===== src/hw/rtl/morse_element_timer_top_defines.svh =====
// Assertion macros for the Morse element timer RTL.
// Included by files that carry concurrent checks; no other dependencies.
`ifndef MORSE_ELEMENT_TIMER_TOP_DEFINES_SVH
`define MORSE_ELEMENT_TIMER_TOP_DEFINES_SVH

`ifndef SYNTHESIS
// check with reset disable
`define MET_ASSERT_RST(label, clk, rstn, prop, msg) \
  label: assert property (@(posedge clk) disable iff (!rstn) prop) else $error(msg);
// check that also holds during reset
`define MET_ASSERT_ALL(label, clk, prop, msg) \
  label: assert property (@(posedge clk) prop) else $error(msg);
`else
`define MET_ASSERT_RST(label, clk, rstn, prop, msg)
`define MET_ASSERT_ALL(label, clk, prop, msg)
`endif

`endif


===== src/hw/rtl/met_pkg.sv =====
// Shared types, constants and helpers for the Morse element timer.
// No dependencies; used by the channel interfaces and the top level.
package met_pkg;

  localparam int UNIT_W    = 16;
  localparam int PATTERN_W = 8;
  localparam int LEN_W     = 4;
  localparam int ELAPSED_W = 16;
  localparam int TIMER_W   = 20;

  localparam logic [UNIT_W-1:0]  UNIT_TICKS_RST = 16'd1200;
  localparam logic [TIMER_W-1:0] TIMER_MAX      = 20'hFFFFF;

  typedef enum logic {
    OP_START = 1'b0,
    OP_TICK  = 1'b1
  } op_t;

  // saturating timer add
  function automatic logic [TIMER_W-1:0] sat_add(
    input logic [TIMER_W-1:0]   a,
    input logic [ELAPSED_W-1:0] b
  );
    logic [TIMER_W:0] s;
    s = {1'b0, a} + (TIMER_W+1)'(b);
    return s[TIMER_W] ? TIMER_MAX : s[TIMER_W-1:0];
  endfunction

endpackage


===== src/hw/rtl/met_if.sv =====
// Valid/ready channel interfaces of the Morse element timer.
// Depends on met_pkg for field widths and the op type.
interface met_in_if;
  logic                           valid;
  logic                           ready;
  met_pkg::op_t                   op;
  logic [met_pkg::PATTERN_W-1:0]  pattern;
  logic [met_pkg::LEN_W-1:0]      pattern_len;
  logic [met_pkg::ELAPSED_W-1:0]  elapsed;
  modport source (output valid, op, pattern, pattern_len, elapsed, input ready);
  modport sink   (input valid, op, pattern, pattern_len, elapsed, output ready);
endinterface

interface met_out_if;
  logic valid;
  logic ready;
  logic tone_on;
  logic char_done;
  logic busy_res;
  modport source (output valid, tone_on, char_done, busy_res, input ready);
  modport sink   (input valid, tone_on, char_done, busy_res, output ready);
endinterface

interface met_cfg_if;
  logic                       valid;
  logic                       ready;
  logic [met_pkg::UNIT_W-1:0] unit_ticks;
  modport source (output valid, unit_ticks, input ready);
  modport sink   (input valid, unit_ticks, output ready);
endinterface


===== src/hw/rtl/morse_element_timer_top.sv =====
// Morse element timer: keys the dit/dash elements of one character.
// Depends on met_pkg, the channel interfaces in met_if.sv and the assertion header.
//
// Usage: write unit_ticks (length of one dit, reset 1200) on cfg_ch while idle.
// A start word (op = start) loads the dash pattern (bit 0 plays first) and the
// element count, clamped to MAX_ELEMENTS; the running timer is kept. Each tick
// word adds its elapsed count to a 20-bit saturating timer. A dit sounds for one
// unit, a dash for three, then a one-unit gap follows, checked in the same tick.
// The last element ends the character at once with char_done, no trailing gap.
// Every input word gives exactly one result word. Throughput is one word per
// clock: the element timing is a single add and compare pass from the input
// port into the result register, and the next word is taken while a result
// waits, as long as the result register is empty or being drained that cycle.
// out_ch.valid is registered and rises in the cycle after acceptance.
`include "morse_element_timer_top_defines.svh"

module morse_element_timer_top #(
  parameter int MAX_ELEMENTS = 8
) (
  input  logic       clk,
  input  logic       rst_n,
  met_in_if.sink     in_ch,
  met_out_if.source  out_ch,
  met_cfg_if.sink    cfg_ch
);

  localparam int IW  = $clog2(MAX_ELEMENTS);      // element index width
  localparam int LW  = $clog2(MAX_ELEMENTS + 1);  // stored length width
  localparam int PIW = $clog2(met_pkg::PATTERN_W);
  localparam int TW  = met_pkg::TIMER_W;

  // character state
  logic                          playing_r, playing_nxt;
  logic                          in_gap_r, in_gap_nxt;
  logic [IW-1:0]                 element_index_r, element_index_nxt;
  logic [TW-1:0]                 elapsed_total_r, elapsed_total_nxt;
  logic [met_pkg::PATTERN_W-1:0] stored_pattern_r, stored_pattern_nxt;
  logic [LW-1:0]                 stored_length_r, stored_length_nxt;
  logic [met_pkg::UNIT_W-1:0]    unit_ticks_r;

  // result register
  logic out_valid_r, out_valid_nxt;
  logic tone_on_r, tone_on_nxt;
  logic char_done_r, char_done_nxt;
  logic busy_res_r;

  logic          in_acc;
  logic [TW-1:0] unit_w;
  logic [TW-1:0] limit;
  logic          is_dash;
  logic [TW-1:0] tone_sum;
  logic [TW-1:0] gap_base;
  logic [TW-1:0] gap_sum;
  logic          tone_hit;
  logic          gap_now;
  logic [LW:0]   idx_p1;
  logic          last_elem;

  assign cfg_ch.ready = 1'b1;
  // take a word when the result slot is free or draining this cycle
  assign in_ch.ready  = !out_valid_r || out_ch.ready;
  assign in_acc       = in_ch.valid && in_ch.ready;

  assign out_ch.valid     = out_valid_r;
  assign out_ch.tone_on   = tone_on_r;
  assign out_ch.char_done = char_done_r;
  assign out_ch.busy_res  = busy_res_r;

  // element length: one unit for a dit, three for a dash (fits in 18 bits)
  assign unit_w  = TW'(unit_ticks_r);
  assign is_dash = (32'(element_index_r) < met_pkg::PATTERN_W) &&
                   stored_pattern_r[element_index_r[PIW-1:0]];
  assign limit   = is_dash ? (unit_w + (unit_w << 1)) : unit_w;

  assign tone_sum = met_pkg::sat_add(elapsed_total_r, in_ch.elapsed);
  assign tone_hit = !in_gap_r && (tone_sum >= limit);
  // a gap that opens this tick starts from a cleared timer
  assign gap_now  = in_gap_r || tone_hit;
  assign gap_base = in_gap_r ? elapsed_total_r : '0;
  assign gap_sum  = met_pkg::sat_add(gap_base, in_ch.elapsed);

  assign idx_p1    = (LW+1)'(element_index_r) + (LW+1)'(1);
  assign last_elem = idx_p1 >= (LW+1)'(stored_length_r);

  always_comb begin
    playing_nxt        = playing_r;
    in_gap_nxt         = in_gap_r;
    element_index_nxt  = element_index_r;
    elapsed_total_nxt  = elapsed_total_r;
    stored_pattern_nxt = stored_pattern_r;
    stored_length_nxt  = stored_length_r;
    tone_on_nxt        = 1'b0;
    char_done_nxt      = 1'b0;

    if (in_ch.op == met_pkg::OP_START) begin
      stored_pattern_nxt = in_ch.pattern;
      if (32'(in_ch.pattern_len) > MAX_ELEMENTS) begin
        stored_length_nxt = LW'(MAX_ELEMENTS);
      end else begin
        stored_length_nxt = LW'(in_ch.pattern_len);
      end
      element_index_nxt = '0;
      in_gap_nxt        = 1'b0;
      playing_nxt       = 1'b1;
    end else if (playing_r) begin
      if (stored_length_r == '0) begin
        // empty character: ends on the first tick, silent
        playing_nxt       = 1'b0;
        in_gap_nxt        = 1'b0;
        element_index_nxt = '0;
        elapsed_total_nxt = '0;
        char_done_nxt     = 1'b1;
      end else begin
        if (!in_gap_r) begin
          tone_on_nxt       = !tone_hit;
          elapsed_total_nxt = tone_sum;
        end
        if (gap_now) begin
          elapsed_total_nxt = gap_sum;
          in_gap_nxt        = 1'b1;
          if (last_elem) begin
            playing_nxt       = 1'b0;
            in_gap_nxt        = 1'b0;
            element_index_nxt = '0;
            elapsed_total_nxt = '0;
            char_done_nxt     = 1'b1;
          end else if (gap_sum >= unit_w) begin
            elapsed_total_nxt = '0;
            in_gap_nxt        = 1'b0;
            element_index_nxt = element_index_r + IW'(1);
          end
        end
      end
    end
  end

  always_comb begin
    if (in_acc) begin
      out_valid_nxt = 1'b1;
    end else if (out_ch.ready) begin
      out_valid_nxt = 1'b0;
    end else begin
      out_valid_nxt = out_valid_r;
    end
  end

  always_ff @(posedge clk) begin
    if (!rst_n) begin
      playing_r        <= 1'b0;
      in_gap_r         <= 1'b0;
      element_index_r  <= '0;
      elapsed_total_r  <= '0;
      stored_pattern_r <= '0;
      stored_length_r  <= LW'(1);
      unit_ticks_r     <= met_pkg::UNIT_TICKS_RST;
      out_valid_r      <= 1'b0;
    end else begin
      out_valid_r <= out_valid_nxt;
      if (cfg_ch.valid) begin
        unit_ticks_r <= cfg_ch.unit_ticks;
      end
      if (in_acc) begin
        playing_r        <= playing_nxt;
        in_gap_r         <= in_gap_nxt;
        element_index_r  <= element_index_nxt;
        elapsed_total_r  <= elapsed_total_nxt;
        stored_pattern_r <= stored_pattern_nxt;
        stored_length_r  <= stored_length_nxt;
      end
    end
  end

  // result payload, loaded with each accepted word
  always_ff @(posedge clk) begin
    if (in_acc) begin
      tone_on_r   <= tone_on_nxt;
      char_done_r <= char_done_nxt;
      busy_res_r  <= playing_nxt;
    end
  end

  // idle block holds a cleared timer and no gap
  `MET_ASSERT_RST(a_idle_clear, clk, rst_n,
    !playing_r |-> (elapsed_total_r == '0) && !in_gap_r,
    "timer or gap flag set while idle")
  // index always points inside the loaded character
  `MET_ASSERT_RST(a_index_range, clk, rst_n,
    playing_r && (stored_length_r != '0) |-> (LW'(element_index_r) < stored_length_r),
    "element index beyond character length")
  // an accepted start leaves the block playing
  `MET_ASSERT_RST(a_start_plays, clk, rst_n,
    in_acc && (in_ch.op == met_pkg::OP_START) |=> playing_r && out_valid_r && busy_res_r,
    "start word did not begin a character")
  // a sounding or finishing result is consistent with the busy flag
  `MET_ASSERT_RST(a_result_flags, clk, rst_n,
    out_valid_r && (tone_on_r || char_done_r) |-> (busy_res_r == !char_done_r) &&
      !(tone_on_r && char_done_r),
    "inconsistent result flags")

endmodule


===== src/flat_wrapper.sv =====
// flat-port wrapper written by rule: the top's interface ports become plain ports
module morse_element_timer_top_flat 
#(
  parameter int MAX_ELEMENTS = 8
)
  (clk, rst_n, in_ch_valid, in_ch_op, in_ch_pattern, in_ch_pattern_len, in_ch_elapsed, in_ch_ready, out_ch_valid, out_ch_tone_on, out_ch_char_done, out_ch_busy_res, out_ch_ready, cfg_ch_valid, cfg_ch_unit_ticks, cfg_ch_ready);
  met_in_if in_ch_i ();
  met_out_if out_ch_i ();
  met_cfg_if cfg_ch_i ();
  input  logic clk;
  input  logic rst_n;
  input wire logic [$bits(in_ch_i.valid)-1:0] in_ch_valid;
  input wire logic [$bits(in_ch_i.op)-1:0] in_ch_op;
  input wire logic [$bits(in_ch_i.pattern)-1:0] in_ch_pattern;
  input wire logic [$bits(in_ch_i.pattern_len)-1:0] in_ch_pattern_len;
  input wire logic [$bits(in_ch_i.elapsed)-1:0] in_ch_elapsed;
  output wire logic [$bits(in_ch_i.ready)-1:0] in_ch_ready;
  output wire logic [$bits(out_ch_i.valid)-1:0] out_ch_valid;
  output wire logic [$bits(out_ch_i.tone_on)-1:0] out_ch_tone_on;
  output wire logic [$bits(out_ch_i.char_done)-1:0] out_ch_char_done;
  output wire logic [$bits(out_ch_i.busy_res)-1:0] out_ch_busy_res;
  input wire logic [$bits(out_ch_i.ready)-1:0] out_ch_ready;
  input wire logic [$bits(cfg_ch_i.valid)-1:0] cfg_ch_valid;
  input wire logic [$bits(cfg_ch_i.unit_ticks)-1:0] cfg_ch_unit_ticks;
  output wire logic [$bits(cfg_ch_i.ready)-1:0] cfg_ch_ready;
  assign in_ch_i.valid = in_ch_valid;
  assign in_ch_i.op = in_ch_op;
  assign in_ch_i.pattern = in_ch_pattern;
  assign in_ch_i.pattern_len = in_ch_pattern_len;
  assign in_ch_i.elapsed = in_ch_elapsed;
  assign in_ch_ready = in_ch_i.ready;
  assign out_ch_valid = out_ch_i.valid;
  assign out_ch_tone_on = out_ch_i.tone_on;
  assign out_ch_char_done = out_ch_i.char_done;
  assign out_ch_busy_res = out_ch_i.busy_res;
  assign out_ch_i.ready = out_ch_ready;
  assign cfg_ch_i.valid = cfg_ch_valid;
  assign cfg_ch_i.unit_ticks = cfg_ch_unit_ticks;
  assign cfg_ch_ready = cfg_ch_i.ready;
  morse_element_timer_top #(.MAX_ELEMENTS(MAX_ELEMENTS)) u_core (.clk(clk), .rst_n(rst_n), .in_ch(in_ch_i), .out_ch(out_ch_i), .cfg_ch(cfg_ch_i));
endmodule

===== config.mk =====
export PLATFORM = sky130hd
export DESIGN_NAME = morse_element_timer_top_flat
export DESIGN_NICKNAME = d
export VERILOG_FILES = /design/src/hw/rtl/met_pkg.sv /design/src/hw/rtl/met_if.sv /design/src/hw/rtl/morse_element_timer_top.sv /design/src/flat_wrapper.sv
export VERILOG_INCLUDE_DIRS = /design/src /design/src/hw/rtl
export SDC_FILE = /design/constraint.sdc
export NUM_CORES = 1
export LEC_CHECK = 0
export BUFFER_PORTS_ARGS = -buffer_cell sky130_fd_sc_hd__buf_4
export CAP_MARGIN = 20
export CORE_ASPECT_RATIO = 0.75
export CORE_UTILIZATION = 32
export CTS_CLUSTER_SIZE = 20
export DETAILED_ROUTE_END_ITERATION = 10
export REMOVE_ABC_BUFFERS = 1
export SYNTH_ARGS = -nofsm -noshare
export SYNTH_HDL_FRONTEND = slang
export SYNTH_SLANG_ARGS = --single-unit

===== constraint.sdc =====
create_clock -name clk -period 6.6 [get_ports clk]
set_clock_uncertainty 0.2 [all_clocks]
set_input_delay 0.99 -clock clk [delete_from_list [all_inputs] [get_ports clk]]
set_output_delay 0.99 -clock clk [all_outputs]
set_load 0.005 [all_outputs]

==> impl_metrics.csv <==
group,metric,value,unit
status,outcome,"finished, final reports clean",
setup_path,path_buf_inv,1,
min_path,min_to,"u_core.stored_pattern_r[6]$_SDFFE_PN0P_",
setup_path,timing.rr.end,"u_core.elapsed_total_r[3]$_SDFFE_PN0P_",
pwr,p_per_area,169,mW/mm²
clocking,clockBufferDepth,2,
global_route,top_usage_layer,"met1",
pwr,vdd_drop_max,0.000115,V
yosys,ys_ff_latch,57,
clocking,cts_resized,0,
global_route,grt_usage,16.5,%
route,routedWlPerCell,14.7,µm
yosys,syn_area,0.00590,mm²
yosys,syn_avg_cell_area,7.85,µm²
cells_and_area,mostFrequentLayoutCells,"93 x nand2_1, 88 x ha_1, 62 x buf_4",
clocking,hold_buffers,0,
placed_design,port_buffers,54,
clocking,insertion_delay,330,ps
timing,setup_viol,0,
placed_design,dp_hpwl,12300,µm
timing,relSlewSlack,51.4,%
route,first_pass_iters,5,
setup_path,critPathMostFrequentCell,"o21ai_1",
route,vias,5345,
min_path,hp-class,"reg2reg",
yosys,yosysWarnings,0,
setup_path,path_class,"in2reg",
pwr,finalPower,0.00116,W
global_route,antenna_found_initial,0,
floorplanning,start_util,33.0,%
cells_and_area,final_nets,937,
floorplanning,chipWidth,159,µm
clocking,tritoncts,"done",
cells_and_area,area_growth,16.5,%
setup_path,reg2reg_depth,22,
timing,min_period,6180,ps
global_route,grt_pass1_vias,4901,
setup_path,crit_path_start_kind,"primary input",
timing,setup_tns,0,ps
clocking,cts_sinks,57,
floorplanning,rows,42,
clocking,post_cts_buffers,0,
setup_path,crit_arrival,6240,ps
yosys,yosysUniqueCellTypes,65,
min_path,hold_depth,2,
setup_path,slowest_stage,"or3_1",
pwr,leakagePower,3.13,nW
yosys,synth-edff-count,3,
yosys,synthArstFlopShare,0,%
global_route,gr-usage-met3,2.04,%
floorplanning,core_area,0.0179,mm²
floorplanning,dieArea,0.0190,mm²
route,drc,0,
route,drtAntennaViolNets,0,
timing,report.final.slew_viol_count,0,
timing,max_freq,0.162,GHz
timing,worstMarginPinSlew,722,ps
floorplanning,die_h,120,µm
route,wl,15300,µm
floorplanning,num_io_pins,56,
run,cap_viol_max_count,0,
setup_path,crit_chain,"buf_4 > ha_1 > fa_1 > a21o_1 > a311oi_2 > o21bai_1 > o21ai_1 > o21ai_1 > nand2_1 > nand2_1 > ha_1 > and3_1 > a211o_1 > a311oi_1 > o21ai_0 > a2111oi_2 > o21ai_1 > or3_1 > nor2_1 > a22oi_1 > a21oi_1",
cells_and_area,drive_gt1_share,12.6,%
clocking,root_buffer,"clkbuf_16",
clocking,clk_pin_slew,60,ps
timing,rsz0062_at_grt,"no",
timing,finalHoldViolations,0,
setup_path,reg2reg_from,"u_core.in_gap_r$_SDFFE_PN0P_",
timing,timing.final.crit_share,93.6,%
setup_path,slowest_delay,630,ps
placed_design,gp_congestion,0.832,
global_route,grt_first_pass_wirelength,25300,µm
setup_path,crit_family,"compound AO/OA/AOI/OAI gates",
yosys,postSynthCellCount,752,
route,viasPerCell,5.12,
global_route,grt-ovfl-total,0,
setup_path,cp-end-kind,"flop",
yosys,ys_seq_area_share,19.8,%
min_path,min_from,"u_core.stored_pattern_r[6]$_SDFFE_PN0P_",
global_route,grt_start_max_net_pins,49,
clocking,htree_num_levels,3,
cells_and_area,antenna_cells,0,
setup_path,r2r_setup_slack,600,ps
route,drtIter0Drc,396,
cells_and_area,utilization,38.5,%
yosys,ys.flop_type,"dfxtp_1",
setup_path,worstPathRequired,6660,ps
cells_and_area,layout_commonest_cell,"nand2_1",
global_route,grtUsageMet1,26.7,%
setup_path,crit_fanout,18,
global_route,grt_util_met2,21.7,%
clocking,cts_made_buffers,9,
-- final cells by class --
| cell class | count | area [µm²] |
|---|---|---|
| clock buffers | 9 | 225 |
| multi-input cells | 633 | 4480 |
| well taps | 242 | 303 |
| repair buffers | 62 | 465 |
| flip-flops and latches | 57 | 1170 |
| fillers | 1864 | 11000 |
| inverters | 33 | 124 |
| clock inverters | 7 | 104 |
-- stage by stage --
stage | std cells | instance area (µm²) | worst slack, ps | hold slack, ps
6_report | 1043 | 6870 | 423 | 254
5_1_grt | 1043 | 6870 | 99.4 | 274
4_1_cts | 1043 | 6870 | 510 | 256
3_5_place_dp | 1027 | 6540 | 188 | 249
3_3_place_gp | 1027 | 6540 | 387 | 242
2_1_floorplan | 723 | 5770 | 835 | 233
-- worst register-to-register path: stages, from the launching register on --
cell,delay [ps]
dfxtp_1,540
and2_1,270
ha_1,200
fa_1,450
a211oi_1,340
o211ai_1,160
nor3b_1,180
o21ai_0,330
and3b_1,300
nand3b_1,450
nor2b_1,290
ha_1,260
nand2b_1,140
a21o_1,170
a21o_1,160
a21oi_1,170
nor3_1,70
o221ai_1,210
nand4_1,210
a211oi_2,230
buf_4,260
nand3_1,110
a21oi_1,190
-- sequential cells by signal (all words and copies together), names as in the netlist --
signal	count
u_core.playing_r	1
u_core.element_index_r	3
u_core.out_ch.valid	1
u_core.elapsed_total_r	20
u_core.out_ch.char_done	1
u_core.out_ch.busy_res	1
u_core.stored_pattern_r	8
u_core.unit_ticks_r	16
u_core.in_gap_r	1
u_core.out_ch.tone_on	1
u_core.stored_length_r	4
-- where the power goes --
part           total, W  switching, W  internal [W]
sequential     0.000373     0.0000125      0.000361
combinational  0.000276      0.000150      0.000125
clock          0.000511      0.000177      0.000334
-- kinds of logic (layout without fill, tap and decap cells) --
family | Yosys count | after routing | synth area share [%]
AOI/OAI and AO/OA | 215 | 215 | 23.7
adders and majority gates | 91 | 91 | 19.7
and+or+nand+nor | 265 | 265 | 22.4
xor gates and xnor gates | 39 | 39 | 5.79
DFF | 57 | 57 | 19.8
muxes | 22 | 22 | 4.24
other | 1 | 1 | 0.0636
buffers and inverters | 62 | 111 | 4.28
-- Yosys cell counts (all sizes together) (10+ instances only) --
master | number | area, µm²
a211oi | 11 | 103
dfxtp | 54 | 1080
a31oi | 12 | 75.1
inv | 33 | 124
mux2i | 16 | 160
ha | 88 | 1100
nand2b | 10 | 62.6
nand2 | 93 | 349
o211ai | 11 | 82.6
a21oi | 61 | 305
clkbuf | 22 | 82.6
xor2 | 19 | 166
and2 | 23 | 144
nand3b | 17 | 140
nor2 | 46 | 173
o21ai | 46 | 230
xnor2 | 20 | 175
o21bai | 11 | 82.6
nand3 | 30 | 163
a21o | 27 | 203
-- routing by layer --
metal	wire, µm	up-vias
li1	-	2813
met1	8610	2381
met2	5550	141
met3	996	10
met4	174	0
met5	0	-
-- worst max-delay path by stage --
stage	start	to	slack (ps)	cells past startpoint
after detailed placement	in_ch_elapsed[0]	u_core.elapsed_total_r[14]$_SDFFE_PN0P_	190	21
after global placement	in_ch_elapsed[0]	u_core.elapsed_total_r[15]$_SDFFE_PN0P_	390	21
final	in_ch_elapsed[0]	u_core.elapsed_total_r[13]$_SDFFE_PN0P_	420	21
after CTS	in_ch_elapsed[0]	u_core.elapsed_total_r[14]$_SDFFE_PN0P_	510	21
after floorplan	in_ch_elapsed[0]	u_core.elapsed_total_r[17]$_SDFFE_PN0P_	840	19
after global routing	in_ch_elapsed[0]	u_core.elapsed_total_r[3]$_SDFFE_PN0P_	100	21
Note: power is estimated with default switching activity, not from simulation.
